## config.mk

```make
export PLATFORM = sky130hd
export DESIGN_NAME = rpa_front_flat
export DESIGN_NICKNAME = d
export VERILOG_FILES = /design/src/sv/rpa_pkg.sv /design/src/sv/rpa_in_if.sv /design/src/sv/rpa_front.sv /design/src/flat_wrapper.sv
export SDC_FILE = /design/constraint.sdc
export NUM_CORES = 1
export LEC_CHECK = 0
export ABC_AREA = 1
export CORE_MARGIN = 2
export CORE_UTILIZATION = 58
export DETAILED_ROUTE_END_ITERATION = 16
export DONT_BUFFER_PORTS = 1
export GPL_TIMING_DRIVEN = 0
export MAX_ROUTING_LAYER = met4
export PLACE_DENSITY = 0.76
export SLEW_MARGIN = 0
export SYNTH_ARGS = -nofsm -noshare
export SYNTH_HDL_FRONTEND = slang
export SYNTH_SLANG_ARGS = --single-unit
```

## constraint.sdc

```tcl
create_clock -name vclk -period 2.35
set_input_delay 0.235 -clock vclk [all_inputs]
set_output_delay 0.235 -clock vclk [all_outputs]
set_load 0.05 [all_outputs]
```

## src/sv/rpa_pkg.sv

```systemverilog
package rpa_pkg;

  // Geometry of the managed memory.
  localparam int NUM_PAGES = 32768;
  localparam int PAGE_BITS = 12;
  localparam int IDX_W     = $clog2(NUM_PAGES);
  localparam int DEPTH_W   = $clog2(NUM_PAGES + 1);
  localparam int ADDR_W    = 32;
  localparam int CNT_W     = 8;

  // Configuration register indexes.
  localparam int CFG_IDX_W = 2;
  localparam logic [CFG_IDX_W-1:0] REG_BASE_ADDR  = 2'd0;
  localparam logic [CFG_IDX_W-1:0] REG_LOW_LIMIT  = 2'd1;
  localparam logic [CFG_IDX_W-1:0] REG_HIGH_LIMIT = 2'd2;

  localparam logic [ADDR_W-1:0] BASE_ADDR_RST  = 32'h8000_0000;
  localparam logic [ADDR_W-1:0] LOW_LIMIT_RST  = 32'h8000_0000;
  localparam logic [ADDR_W-1:0] HIGH_LIMIT_RST = 32'h8800_0000;

  // Command codes.
  localparam logic [1:0] CMD_ALLOC  = 2'd0;
  localparam logic [1:0] CMD_FREE   = 2'd1;
  localparam logic [1:0] CMD_ADDREF = 2'd2;

  // Result status codes.
  localparam logic [1:0] ST_OK       = 2'd0;
  localparam logic [1:0] ST_EMPTY    = 2'd1;
  localparam logic [1:0] ST_BAD_ADDR = 2'd2;
  localparam logic [1:0] ST_OVERFLOW = 2'd3;

  localparam logic [CNT_W-1:0] CNT_MAX = 8'hFF;

  // Classified operation handed from the front end to the back end.
  typedef enum logic [2:0] {
    OP_ALLOC,
    OP_FREE,
    OP_ADDREF,
    OP_BAD,
    OP_NOP
  } op_t;

  typedef struct packed {
    op_t              op;
    logic [IDX_W-1:0] idx;
  } job_t;

  typedef struct packed {
    logic [ADDR_W-1:0] base_addr;
    logic [ADDR_W-1:0] low_limit;
    logic [ADDR_W-1:0] high_limit;
  } cfg_t;

endpackage

```

## src/sv/rpa_in_if.sv

```systemverilog
interface rpa_in_if;
  import rpa_pkg::*;

  logic              valid;
  logic              ready;
  logic [1:0]        cmd;
  logic [ADDR_W-1:0] page_addr;

  modport source (output valid, output cmd, output page_addr, input ready);
  modport sink   (input valid, input cmd, input page_addr, output ready);

endinterface

```

## src/sv/rpa_front.sv

```systemverilog
module rpa_front (
  rpa_in_if.sink        in_ch,
  input  rpa_pkg::cfg_t cfg,
  input  logic          clearing,
  input  logic          q_full,
  output logic          q_push,
  output rpa_pkg::job_t q_data
);
  import rpa_pkg::*;

  logic [ADDR_W-1:0] diff;
  logic [ADDR_W-1:0] page_off;
  logic              aligned;
  logic              in_window;
  logic              above_base;
  logic              in_pages;
  logic              addr_ok;

  // Address check: alignment, limit window, base and page count.
  always_comb begin
    diff       = in_ch.page_addr - cfg.base_addr;
    page_off   = diff >> PAGE_BITS;
    aligned    = (in_ch.page_addr[PAGE_BITS-1:0] == '0);
    in_window  = (in_ch.page_addr >= cfg.low_limit) && (in_ch.page_addr < cfg.high_limit);
    above_base = (in_ch.page_addr >= cfg.base_addr);
    in_pages   = (page_off < ADDR_W'(NUM_PAGES));
    addr_ok    = aligned && in_window && above_base && in_pages;
  end

  // Classify the command into a job for the back end.
  always_comb begin
    q_data.idx = IDX_W'(page_off);
    unique case (in_ch.cmd)
      CMD_ALLOC:  q_data.op = OP_ALLOC;
      CMD_FREE:   q_data.op = addr_ok ? OP_FREE : OP_BAD;
      CMD_ADDREF: q_data.op = addr_ok ? OP_ADDREF : OP_BAD;
      default:    q_data.op = OP_NOP;
    endcase
  end

  // No transfer is taken while the count memory is being cleared.
  assign in_ch.ready = !q_full && !clearing;
  assign q_push      = in_ch.valid && in_ch.ready;

endmodule

```

## src/flat_wrapper.sv

```systemverilog
// flat-port wrapper written by rule: the top's interface ports become plain ports
module rpa_front_flat import rpa_pkg::*;
  (cfg, clearing, q_full, q_push, q_data, in_ch_valid, in_ch_cmd, in_ch_page_addr, in_ch_ready);
  rpa_in_if in_ch_i ();
  input  rpa_pkg::cfg_t cfg;
  input  logic clearing;
  input  logic q_full;
  output logic q_push;
  output rpa_pkg::job_t q_data;
  input wire logic [$bits(in_ch_i.valid)-1:0] in_ch_valid;
  input wire logic [$bits(in_ch_i.cmd)-1:0] in_ch_cmd;
  input wire logic [$bits(in_ch_i.page_addr)-1:0] in_ch_page_addr;
  output wire logic [$bits(in_ch_i.ready)-1:0] in_ch_ready;
  assign in_ch_i.valid = in_ch_valid;
  assign in_ch_i.cmd = in_ch_cmd;
  assign in_ch_i.page_addr = in_ch_page_addr;
  assign in_ch_ready = in_ch_i.ready;
  rpa_front u_core (.in_ch(in_ch_i), .cfg(cfg), .clearing(clearing), .q_full(q_full), .q_push(q_push), .q_data(q_data));
endmodule
```

==> results of run 1 <==
[timing repair]
action | 4_1_cts | 5_1_grt
resized for setup | 12 | 24
hold buffers | 0 | 0
pin swaps | 0 | 3
endpoints found under the setup margin | 11 | 8
cloned | 0 | 0
[metal layers]
| metal | routed length [um] | part of all wire (%) | track usage, % |
|---|---|---|---|
| met5 | 0 | 0 | - |
| met2 | 4508 | 47 | 45.67 |
| met4 | 53 | 0.55 | 2.453 |
| met3 | 534 | 5.6 | 1.751 |
| met1 | 4518 | 47 | 35.62 |
[power by group through the flow]
stage / registers, mW / clock network, mW / logic (mW)
final: 0 / 0 / 1.11
after global routing: 0 / 0 / 1.23
after CTS: 0 / 0 / 1.06
after detailed placement: 0 / 0 / 1.02
after global placement: 0 / 0 / 0.998
after floorplan: 0 / 0 / 0.861
[final cells by class]
type | instances | area, sq um
well taps | 77 | 96.34
fillers | 625 | 2228
multi-input cells | 521 | 3468
inverters | 158 | 593.1
[cell families (layout without fill, tap and decap cells)]
kind of cell             Yosys count  after routing  share of synthesized area [%]
AND/OR/NAND/NOR                  328            328                          37.74
buffers and inverters            158            158                          15.47
adder cells (fa/ha/maj)           95             95                          31.02
AO/OA/AOI/OAI                     83             83                          12.34
XOR/XNOR                          15             15                          3.428
[how the worst max path moves through the flow]
stage | slack (ns) | endpoint
4_1_cts | -0.03 | q_data[14]
3_5_place_dp | -0.21 | q_data[13]
2_1_floorplan | 0.02 | q_data[13]
5_1_grt | -0.05 | q_data[12]
6_report | 0.09 | q_data[12]
3_3_place_gp | -0.24 | q_data[13]
[cells in the final DEF (no fill, tap or decap), drive strengths merged, types with 2 or more instances in the layout]
master    n
nand2   209
inv     157
ha       95
nor2     74
a21oi    53
nand3    29
o21bai   10
xor2      9
o21ai     8
nand4     8
xnor2     6
nor3      5
o21a      4
a31oi     4
a21o      2
nor3b     2
[critical path, stage by stage]
cell and delay (ns):
inv_1 0.02, ha_1 0.38, nand2_1 0.14, nor2_2 0.20, nand2_1 0.08, clkinv_1 0.06, nand2_1 0.06, nand2_2 0.11
nand3_1 0.08, nand2_1 0.14, xor2_2 0.52
[per-stage QoR]
stage                     hold WS (ns)  utilization [%]  cells  worst slack [ns]   TNS, ns
after floorplan                 0.6413                -    679           0.01610         0
after global placement          0.6447            61.64    756           -0.2395   -0.9489
after detailed placement        0.5733            61.72    756           -0.2136   -0.9733
after CTS                       0.5735            63.09    756          -0.02938  -0.02938
after global routing            0.5750            65.11    756          -0.04838  -0.05730
final                           0.5730            65.11    756           0.09074         0
==> run summary, run 1 <==
Status: finished, final reports clean
PortBufs: 0
Relative slew margins: 29.87%
Num sequential: 0
DPL Wire Length: 8713 um
Slew @ Worst Pin: 1.048 ns
Pwr Total: 1.107 mW
Chip width: 85.29 um
Grt total ovfl: 0
Final hold vios: 0
Top cells by instance count after synthesis: 197 x nand2_1, 156 x inv_1, 95 x ha_1
Peak Freq: 0.4426 GHz
RSZ-0062 raised after global routing: yes
First-pass GRT wire length: 15910 um
Synth top area share: 31.02%
Hold Path Class: input pin to output pin
Standard-cell rows: 29
Leakage: 2.576 nW
Fin crit share: 96.14%
Crit path DAT: 2.02 ns
Yosys warnings: 0
WHS Endpoint: q_push
Gpl congestion: 0.8873
ANT cells: 0
Wirelength per Cell: 12.72 um
CP required: 2.12 ns
Largest area contributor in the netlist: ha_1
Initial core utilization: 60.01%
DRC viols: 0
Hold Crit Start: q_full
CP Class: input pin to output pin
Fin crit period: 2.259 ns
Critical path capture point type: output pin
Largest net degree at the start of global routing: 7
FF+latch area: 0 sq um
Comb pwr share: 100.0%
Detail Route Antenna Nets: 0
Placed cell areas: 3941 sq um
# IOs: 153
Unique cell type count in the Yosys netlist: 27
Initial DRC Count: 124
Max-slew violations: 0
Crit-path max FO: 4
Max-cap violation count: 0
Clock share of power: 0%
Vias post-DR: 3953
Switching share of total power: 68.82%
Hold path depth: 1
Routed WL: 9614 um
Post-route cell area: 4158 sq um
Clock buffer count: 0
Startpoint Class: input pin
Internal power: 345.2 uW
Antenna violations before repair: 0
Max VDD drop: 0.1971 mV
Detailed Routing Iterations Pass 1: 4
Post-synthesis cell area: 3832 sq um
Setup Buffers After CTS: 0
Nets: 909
Vias in the first global route: 3845
# setup viols final: 0
Register share of total power: 0%
Layout cells sized above 1: 9.573%
Sequential area share after synthesis: 0%
Top-count cell post-synth: nand2_1
DIE AREA: 7274 sq um
Vias/cell: 5.229
Die H: 85.29 um
Psw: 761.9 uW
Synth-to-Final Area Change: 8.488%
Critical Path Source: cfg[78]
Power per cell area: 266.3 nW/um^2
Post-synthesis cell count: 679
Mapped Nets: 907
Ranking of synthesized cells by area: ha_1 31%, nand2_1 19%, inv_1 15%, a21oi_1 6.7%, nor2_1 6.2%
Syn avg cell area: 5.644 sq um
Core Area: 6386 sq um
Total track usage: 26.61%
(Power assumes the default switching activity.)
==> run 2: changes to the inputs <==
- clock period: 2.35 -> 2.1 ns (I/O delays scaled with it)
==> run summary, run 2 (same netlist as run 1, synthesis figures left out) <==
Status: finished, final reports clean
Nets: 924
CP required: 1.89 ns
Largest net degree at the start of global routing: 7
Final hold vios: 0
Gpl congestion: 0.9112
Final core occ: 76.96%
Relative slew margins: 41.21%
Vias/cell: 5.362
Register share of total power: 0%
Power per cell area: 304.4 nW/um^2
Die H: 85.29 um
Psw: 954.3 uW
DPL Wire Length: 8848 um
Commonest non-fill, non-tap cell in the layout: nand2_1
Wirelength per Cell: 14.06 um
Worst hold slack: 0.5239 ns
Max VDD drop: 0.2385 mV
Detail Route Antenna Nets: 0
Antenna violations before repair: 0
Critical Path Source: cfg[77]
Crit path to: q_data[14]
Startpoint Class: input pin
Routed WL: 10840 um
Standard-cell rows: 29
CP Class: input pin to output pin
Hold bufs inserted after CTS: 0
Initial core utilization: 60.01%
Post-route cell area: 4915 sq um
Critical path capture point type: output pin
Hold Path Class: input pin to output pin
Max-slew violations: 0
Detailed Routing Iterations Pass 1: 4
Placed Cells incl. Taps: 756
Core Area: 6386 sq um
Initial DRC Count: 123
Total track usage: 27.49%
Num sequential: 0
Fin crit period: 2.078 ns
First-pass GRT wire length: 16350 um
DIE AREA: 7274 sq um
# IOs: 153
Chip width: 85.29 um
Slew @ Worst Pin: 0.8786 ns
Hold Crit Start: q_full
# setup viols final: 0
Multi-input gate area: 4113 sq um
RSZ-0062 raised after global routing: yes
Commonest non-fill, non-tap cells in the layout: 170 x nand2_1, 156 x inv_1, 66 x ha_1, 55 x nor2_1, 34 x a21oi_1
Fill cells: 530
Clock share of power: 0%
Crit path DAT: 1.87 ns
Peak Freq: 0.4813 GHz
PortBufs: 0
Grt total ovfl: 0
Vias in the first global route: 3842
Clock buffer count: 0
Vias post-DR: 4134
Layout cells sized above 1: 23.20%
Switching share of total power: 63.78%
Placed cell areas: 4009 sq um
Leakage: 2.709 nW
Comb pwr share: 100.0%
Crit-path max FO: 4
Internal power: 541.9 uW
FF+latch area: 0 sq um
Max-cap violation count: 0
Synth-to-Final Area Change: 28.24%
Fin crit share: 98.95%
ANT cells: 0
DRC viols: 0
Post-route insts no fill: 771
run 2: cell types whose count changed in the layout (fill, tap and decap cells not counted), sizes merged:
cell and delta:
buf +15
run 2: cell type report:
class	count	area share (%)
Inverter	158	12.07
Timing Repair Buffer	15	2.291
Tap cell	77	1.960
Multi-Input combinational cell	521	83.68
run 2: stage by stage:
stage           TNS, ns  setup WS [ns]  total power, mW
2_1_floorplan  -0.06540       -0.06540           0.9972
5_1_grt         -0.3217       -0.09016            1.635
4_1_cts         -0.2454        -0.1068            1.279
3_3_place_gp     -1.642        -0.3553            1.150
6_report              0        0.02210            1.496
3_5_place_dp     -1.831        -0.3549            1.176
run 2: worst min-delay path by stage:
stage | to | slack (ns) | depth (start not counted)
after floorplan | in_ch_ready | 0.59 | 1
after global placement | in_ch_ready | 0.60 | 1
after detailed placement | q_push | 0.52 | 1
after CTS | q_push | 0.52 | 1
after global routing | q_push | 0.53 | 1
final | q_push | 0.52 | 1
run 2: layer usage:
layer	up-vias	global-route usage (%)	part of all wire, %
li1	2162	-	-
met3	6	1.556	5.1
met5	-	-	0
met1	1830	36.81	45
met4	0	1.010	0.43
met2	136	48.15	50
run 2: power groups by stage:
stage	clock network, mW	logic [mW]	registers (mW)
2_1_floorplan	0	0.997	0
3_3_place_gp	0	1.15	0
3_5_place_dp	0	1.18	0
4_1_cts	0	1.28	0
5_1_grt	0	1.63	0
6_report	0	1.50	0
run 2: critical path, cell delays in order:
cell and delay, ns:
inv_1 0.04, ha_4 0.31, nand2_1 0.12, nor2_1 0.19
o21a_1 0.18, nor2_2 0.06, nand2_4 0.12, a21oi_4 0.09
o21bai_4 0.18, xor2_4 0.37
run 2: what timing repair did:
item                                    4_1_cts  5_1_grt
resized for setup                            51       90
setup buffers                                 2       13
endpoints found under the setup margin       11       12
pin swaps                                     7       33
