**src/sv/rpa_pkg.sv**
```systemverilog
package rpa_pkg;

  // Geometry of the managed memory.
  localparam int NUM_PAGES = 32768;
  localparam int PAGE_BITS = 12;
  localparam int IDX_W     = $clog2(NUM_PAGES);
  localparam int DEPTH_W   = $clog2(NUM_PAGES + 1);
  localparam int ADDR_W    = 32;
  localparam int CNT_W     = 8;

  // Configuration register indexes.
  localparam int CFG_IDX_W = 2;
  localparam logic [CFG_IDX_W-1:0] REG_BASE_ADDR  = 2'd0;
  localparam logic [CFG_IDX_W-1:0] REG_LOW_LIMIT  = 2'd1;
  localparam logic [CFG_IDX_W-1:0] REG_HIGH_LIMIT = 2'd2;

  localparam logic [ADDR_W-1:0] BASE_ADDR_RST  = 32'h8000_0000;
  localparam logic [ADDR_W-1:0] LOW_LIMIT_RST  = 32'h8000_0000;
  localparam logic [ADDR_W-1:0] HIGH_LIMIT_RST = 32'h8800_0000;

  // Command codes.
  localparam logic [1:0] CMD_ALLOC  = 2'd0;
  localparam logic [1:0] CMD_FREE   = 2'd1;
  localparam logic [1:0] CMD_ADDREF = 2'd2;

  // Result status codes.
  localparam logic [1:0] ST_OK       = 2'd0;
  localparam logic [1:0] ST_EMPTY    = 2'd1;
  localparam logic [1:0] ST_BAD_ADDR = 2'd2;
  localparam logic [1:0] ST_OVERFLOW = 2'd3;

  localparam logic [CNT_W-1:0] CNT_MAX = 8'hFF;

  // Classified operation handed from the front end to the back end.
  typedef enum logic [2:0] {
    OP_ALLOC,
    OP_FREE,
    OP_ADDREF,
    OP_BAD,
    OP_NOP
  } op_t;

  typedef struct packed {
    op_t              op;
    logic [IDX_W-1:0] idx;
  } job_t;

  typedef struct packed {
    logic [ADDR_W-1:0] base_addr;
    logic [ADDR_W-1:0] low_limit;
    logic [ADDR_W-1:0] high_limit;
  } cfg_t;

endpackage

```
**src/sv/rpa_queue.sv**
```systemverilog
module rpa_queue (
  input  logic          clk,
  input  logic          rst_n,
  input  logic          push,
  input  rpa_pkg::job_t push_data,
  output logic          full,
  input  logic          pop,
  output rpa_pkg::job_t head,
  output logic          empty
);
  import rpa_pkg::*;

  // Two-entry circular queue of classified jobs.
  job_t       slot_r [2];
  logic       wr_ptr_r, wr_ptr_nxt;
  logic       rd_ptr_r, rd_ptr_nxt;
  logic [1:0] fill_r, fill_nxt;

  assign full  = (fill_r == 2'd2);
  assign empty = (fill_r == 2'd0);
  assign head  = slot_r[rd_ptr_r];

  always_comb begin
    wr_ptr_nxt = push ? !wr_ptr_r : wr_ptr_r;
    rd_ptr_nxt = pop ? !rd_ptr_r : rd_ptr_r;
    fill_nxt   = fill_r + 2'(push) - 2'(pop);
  end

  always_ff @(posedge clk) begin
    if (!rst_n) begin
      wr_ptr_r <= 1'b0;
      rd_ptr_r <= 1'b0;
      fill_r   <= 2'd0;
    end else begin
      wr_ptr_r <= wr_ptr_nxt;
      rd_ptr_r <= rd_ptr_nxt;
      fill_r   <= fill_nxt;
    end
  end

  // Payload slots carry no reset.
  always_ff @(posedge clk) begin
    if (push) begin
      slot_r[wr_ptr_r] <= push_data;
    end
  end

endmodule

```
**config.mk**
```make
export PLATFORM = sky130hd
export DESIGN_NAME = rpa_queue
export DESIGN_NICKNAME = d
export VERILOG_FILES = /design/src/sv/rpa_pkg.sv /design/src/sv/rpa_queue.sv
export SDC_FILE = /design/constraint.sdc
export NUM_CORES = 1
export LEC_CHECK = 0
export ABC_AREA = 1
export BUFFER_PORTS_ARGS = -buffer_cell sky130_fd_sc_hd__buf_2
export CORE_ASPECT_RATIO = 2
export CORE_MARGIN = 4
export CORE_UTILIZATION = 40
export CTS_CLUSTER_DIAMETER = 120
export CTS_CLUSTER_SIZE = 16
export DETAILED_ROUTE_END_ITERATION = 7
export GPL_TIMING_DRIVEN = 0
export PLACE_DENSITY = 0.66
export SYNTH_ARGS = -nofsm -noshare
export SYNTH_HDL_FRONTEND = slang
export SYNTH_SLANG_ARGS = --single-unit
```
**constraint.sdc**
```tcl
create_clock -name clk -period 1.9 [get_ports clk]
set_clock_uncertainty 0.05 [all_clocks]
set_input_delay 0.57 -clock clk [delete_from_list [all_inputs] [get_ports clk]]
set_output_delay 0.57 -clock clk [all_outputs]
set_load 0.02 [all_outputs]
```
==> flow_metrics.env, run 1 <==
export IMPL_synth_compound_gate_area_share_pct=0.317
export IMPL_relSlewSlack_pct=36.5
export IMPL_finalCritPeriodShare_pct=103
export IMPL_critical_path_arrival_ps=1330
export IMPL_max_vdd_ir_drop_uv=496
export IMPL_drt_vias_per_instance=4.51
export IMPL_wl_per_cell_um=14.1
export IMPL_syn_to_final_growth_pct=32.9
export IMPL_layout_common_cells="edfxtp_1, buf_2, buf_6, mux2_4"
export IMPL_cts_buffers=5
export IMPL_critPathMaxStageDelay_ps=330
export IMPL_p_leak_nw=0.873
export IMPL_grt_use_met2_pct=19.3
export IMPL_antenna_found_initial=0
export IMPL_fin_cells=192
export IMPL_die_w_um=52.4
export IMPL_clkSlewWorstSetupHoldPaths_ps=70
export IMPL_drc=0
export IMPL_cts_hold_buf=0
export IMPL_critPathBufInv=3
export IMPL_layout_drive_gt1_share_pct=50.4
export IMPL_grt_pass1_vias=912
export IMPL_antenna_cells=0
export IMPL_overflow=0
export IMPL_ys_ff_latch=41
export IMPL_clk_latency_ps=280
export IMPL_p_per_area_nw_per_um2=907
export IMPL_htree_levels=2
export IMPL_drtIter0Drc=16
export IMPL_timing_final_crit_period_ps=1950
export IMPL_worstPathCellList="buf_8, clkbuf_16, mux2_4, buf_6"
export IMPL_fin_ws_ps=-52.7
export IMPL_maxSlewViolCount=0
export IMPL_yosysWarnings=0
export IMPL_cts_root_buf="clkbuf_8"
export IMPL_failed_checks="negative setup slack"
export IMPL_fin_nets=164
export IMPL_vias=866
export IMPL_worstPathMaxFanout=7
export IMPL_core_area_um2=3840
export IMPL_ant_nets=0
export IMPL_worstSetupStartpointType="flop"
export IMPL_rsz0062_at_grt="true"
export IMPL_drt_total_wl_um=2700
export IMPL_synth_area_mux_share_pct=15.2
export IMPL_grt_pass1_wl_um=3920
export IMPL_worstReg2RegStart="wr_ptr_r$_SDFFE_PN0P_"
export IMPL_syn_area_um2=1580
export IMPL_dieArea_um2=5070
export IMPL_clock_sink_count=41
export IMPL_portBuffers=41
export IMPL_synth_top_family_by_area="multiplexers"
export IMPL_syn_avg_cell_area_um2=17.7
export IMPL_r2r_cells=1
export IMPL_design_area_um2=2100
export IMPL_dieHeight_um=96.8
export IMPL_gr_usage_met1_pct=9.63
export IMPL_syn_inst=89
export IMPL_endpoint_kind="primary output"
export IMPL_hold_depth=1
export IMPL_drv_cap=0
export IMPL_grt_start_max_net_pins=19
export IMPL_min_path_type="input pin to flop"
export IMPL_min_to="slot_r[0][17]$_DFFE_PP_"
export IMPL_final_common_cell="edfxtp_1"
export IMPL_hpwl_um=1910
export IMPL_status="finished with violations"
export IMPL_reg2reg_to="slot_r[0][10]$_DFFE_PP_"
export IMPL_ys_types=12
export IMPL_cts_tree="built"
export IMPL_yosys_area_share_adder_pct=1.59
export IMPL_hold_viol=0
export IMPL_reg2reg_slack_ps=390
export IMPL_critPathKind="flop to primary output"
export IMPL_grt_use_total_pct=10.8
export IMPL_clockBufferDepth=2
export IMPL_rows=32
export IMPL_cp_top_family="buffers and inverters"
export IMPL_seq_area_frac_synth_pct=74.9
export IMPL_final_core_util_pct=54.6
export IMPL_worstHoldStart="push_data[17]"
export IMPL_start_util_pct=41.0
export IMPL_yosys_area_share_simple_pct=4.36
export IMPL_pin_count=42
export IMPL_drtPass1Iterations=3
export IMPL_crit_path_top_delay_cell="dfxtp_2"
export IMPL_cp_data_required_time_ps=1280
export IMPL_fmax_mhz=512
export IMPL_grt_busiest_layer="met2"
export IMPL_finalSetupViolations=15
export IMPL_max_slew_worst_pin_slew_ps=951
export IMPL_synth_xor_area_share_pct=0
export IMPL_syn_num_nets=113
export IMPL_dp_cells=181
export IMPL_placed_area_um2=1850
export IMPL_globalplace_congestion=0.621
export IMPL_grt_util_met3_pct=3.70
## kinds of logic after synthesis
logic type                 after synthesis
adders and majority gates                2
DFF                                     41
muxes                                   18
buffers and inverters                    9
and+or+nand+nor                         18
AOI/OAI and AO/OA                        1
## synth_stat cells
cell / number / area share [%]
buf_12: 1 / 1.3
nand3_1: 1 / 0.32
edfxtp_1: 36 / 69
inv_1: 7 / 1.7
ha_1: 2 / 1.6
nand2_1: 8 / 1.9
dfxtp_1: 5 / 6.3
nor2_1: 9 / 2.1
buf_6: 1 / 0.71
a21oi_1: 1 / 0.32
mux2_4: 10 / 9.5
mux2_2: 8 / 5.7
## power by group
group | total (mW) | switching, mW | internal, mW | leakage, nW
clock | 0.513 | 0.253 | 0.260 | 0.0395
sequential | 1.06 | 0.0186 | 1.04 | 0.380
combinational | 0.331 | 0.163 | 0.168 | 0.454
total | 1.90 | 0.434 | 1.47 | 0.873
## worst max-delay path by stage
stage                              to  slack, ps  cells past startpoint
2_1_floorplan  slot_r[0][0]$_DFFE_PP_         80                      2
3_3_place_gp   slot_r[0][7]$_DFFE_PP_       -390                      3
3_5_place_dp   slot_r[0][7]$_DFFE_PP_        -30                      3
4_1_cts                      head[13]        -90                      4
5_1_grt                      head[12]        -90                      4
6_report                     head[12]        -50                      4
## stage by stage
step	worst slack (ps)	setup TNS (ps)	power, mW	hold WS [ps]
6_report	-52.7	-422	1.90	421
5_1_grt	-91.0	-1050	1.98	411
4_1_cts	-87.4	-1170	1.86	413
3_5_place_dp	-25.7	-453	1.35	453
3_3_place_gp	-386	-6940	1.33	430
2_1_floorplan	82.1	0	1.25	413
## metal layers
layer	routed length, µm	up-vias
met3	136	7
li1	-	421
met4	66	0
met2	1630	30
met1	868	408
met5	0	-
## registers in the layout, summed over array words and instances, names as in the netlist, named ones only
register	flops
rd_ptr_r	1
slot_r	36
wr_ptr_r	1
fill_r	2
## timing repair
action                                  4_1_cts  5_1_grt
buffers inserted                              2        0
gates cloned                                  0        1
endpoints found under the setup margin       13       18
resized for setup                             0       40
## layout make-up
type,instances,area (µm²)
buffer,2,35.0
clock buffer,8,80.1
fill,342,1750
inverter,7,26.3
multi-input combinational,39,360
sequential,41,1180
tap,51,63.8
timing repair buffer,44,349
(Power assumes the default switching activity.)
==> run 2, diff against run 1 <==
- CORE_MARGIN: 4 -> 2
- CTS_BUF_LIST: default -> sky130_fd_sc_hd__clkbuf_8
==> run 2 against run 1 <==
Effect of this change:
- the run still ends with negative setup slack left
- setup slack better by 12 ps
- non-clock buffer count unchanged
- first-iteration DRC count grew 6.3%
- sequential power about the same
- core utilization up 0.84 points
- power is 0.61% lower
- combinational power barely moved
- clock power fell by 2%
- cell count unchanged
- fmax increased by 0.60%
- sequential share of layout area shrank 0.27 points
- die area is 11% lower
- critical endpoint is now head[13]
- largest power group unchanged
- highest routed layer unchanged
==> flow_metrics.env, run 2 (synthesized netlist as in run 1, its figures left out) <==
export IMPL_status="finished with violations"
export IMPL_failed_checks="negative setup slack"
export IMPL_clkSlewWorstSetupHoldPaths_ps=70
export IMPL_vias=861
export IMPL_largest_register_ffs=36
export IMPL_dp_cells=181
export IMPL_worstPathCellList="buf_8, clkbuf_16, mux2_4, buf_6"
export IMPL_clock_sink_count=41
export IMPL_rsz0062_at_grt="true"
export IMPL_fin_cells=192
export IMPL_grt_use_total_pct=11.7
export IMPL_layout_drive_gt1_share_pct=50.4
export IMPL_post_place_ws_ps=-28.4
export IMPL_core_area_um2=3800
export IMPL_p_total_mw=1.89
export IMPL_max_slew_worst_pin_slew_ps=913
export IMPL_final_core_util_pct=55.4
export IMPL_top_regs="slot_r x36, fill_r x2"
export IMPL_crit_path_top_delay_cell="dfxtp_2"
export IMPL_clk_latency_ps=280
export IMPL_start_util_pct=41.5
export IMPL_syn_to_final_growth_pct=33.5
export IMPL_critPathMaxStageDelay_ps=330
export IMPL_dieArea_um2=4490
export IMPL_cts_root_buf="clkbuf_8"
export IMPL_drv_cap=0
export IMPL_critPathKind="flop to primary output"
export IMPL_globalplace_congestion=0.648
export IMPL_final_common_cell="edfxtp_1"
export IMPL_overflow=0
export IMPL_antenna_found_initial=0
export IMPL_die_w_um=48.4
export IMPL_drtPass1Iterations=2
export IMPL_min_path_type="input pin to flop"
export IMPL_cts_hold_buf=0
export IMPL_drc=0
export IMPL_relSlewSlack_pct=39.1
export IMPL_hold_viol=0
export IMPL_grt_pass1_wl_um=3920
export IMPL_timing_final_crit_period_ps=1940
export IMPL_fin_ws_ps=-41.1
export IMPL_grt_start_max_net_pins=19
export IMPL_p_per_area_nw_per_um2=897
export IMPL_rows=32
export IMPL_cts_tree="built"
export IMPL_cp_data_required_time_ps=1280
export IMPL_fillers=336
export IMPL_fin_nets=164
export IMPL_top_register="slot_r"
export IMPL_finalCritPeriodShare_pct=102
export IMPL_hpwl_um=1880
export IMPL_fin_hold_ws_ps=425
export IMPL_wl_per_cell_um=13.6
export IMPL_worstSetupStartpointType="flop"
export IMPL_cts_buffers=5
export IMPL_p_leak_nw=0.891
export IMPL_max_vdd_ir_drop_uv=604
export IMPL_htree_levels=2
export IMPL_drt_vias_per_instance=4.48
export IMPL_clockBufferDepth=2
export IMPL_maxSlewViolCount=0
export IMPL_grt_pass1_vias=902
export IMPL_layout_common_cells="edfxtp_1, buf_2, mux2_4, buf_6, inv_1"
export IMPL_portBuffers=41
export IMPL_worstPathMaxFanout=6
export IMPL_ant_nets=0
export IMPL_antenna_cells=0
export IMPL_dieHeight_um=92.8
export IMPL_drtIter0Drc=17
export IMPL_finalSetupViolations=14
export IMPL_endpoint_kind="primary output"
export IMPL_fmax_mhz=515
export IMPL_pin_count=42
export IMPL_critical_path_arrival_ps=1320
export IMPL_drt_total_wl_um=2600
## run 2: changes by cell type in the layout (fill, tap and decap cells not counted), sizes merged
cell | previous run | this run
clkbuf | 9 | 6
inv | 7 | 10
## run 2: timing repair
action	CTS	global route
gates resized for setup	0	39
cloned	0	1
setup buffers	2	0
endpoints found under the setup margin	10	16
## run 2: routing by layer
layer  share of wire (%)  GRT usage (%)  wire, µm
met4                 1.6           5.71        42
met5                   0              0         0
met3                 4.3           2.58       113
met1                  32           10.1       840
met2                  62           24.0      1610
## run 2: final cells by class
| class | instances | area, µm² | share of cell area [%] |
|---|---|---|---|
| repair buffers | 44 | 355 | 16.9 |
| multi-input cells | 39 | 364 | 17.3 |
| inverters | 7 | 26.3 | 1.25 |
| flip-flops and latches | 41 | 1180 | 56.1 |
| clock buffers | 5 | 68.8 | 3.27 |
| plain buffers | 2 | 35.0 | 1.66 |
| well taps | 51 | 63.8 | 3.03 |
| clock inverters | 3 | 11.3 | 0.534 |
## run 2: final timing paths
kind | startpoint | cells past startpoint | end | slack, ps
setup reg to reg | wr_ptr_r$_SDFFE_PN0P_ | 1 | slot_r[0][8]$_DFFE_PP_ | 420
hold reg to reg | rd_ptr_r$_SDFFE_PN0P_ | 2 | rd_ptr_r$_SDFFE_PN0P_ | 450
setup / recovery | flop | 4 | head[13] | -40
hold / removal | push_data[5] | 1 | slot_r[1][5]$_DFFE_PP_ | 420
## run 2: worst max-delay path, delay by kind of cell (launching register included)
kind / cells / cell delay [ps]
buf+inv: 3 / 410
flops: 1 / 330
mux: 1 / 300
## run 2: per-stage QoR
step | TNS (ps) | instance area (µm²)
final | -294 | 2110
after global routing | -956 | 2110
after CTS | -964 | 1960
after detailed placement | -497 | 1850
after global placement | -7130 | 1850
after floorplan | 0 | 1580
## run 2: power breakdown
part | internal [mW] | switching, mW | leakage (nW)
registers | 1.04 | 0.0196 | 0.380
logic | 0.171 | 0.159 | 0.460
clock network | 0.244 | 0.258 | 0.0519
total | 1.45 | 0.437 | 0.891
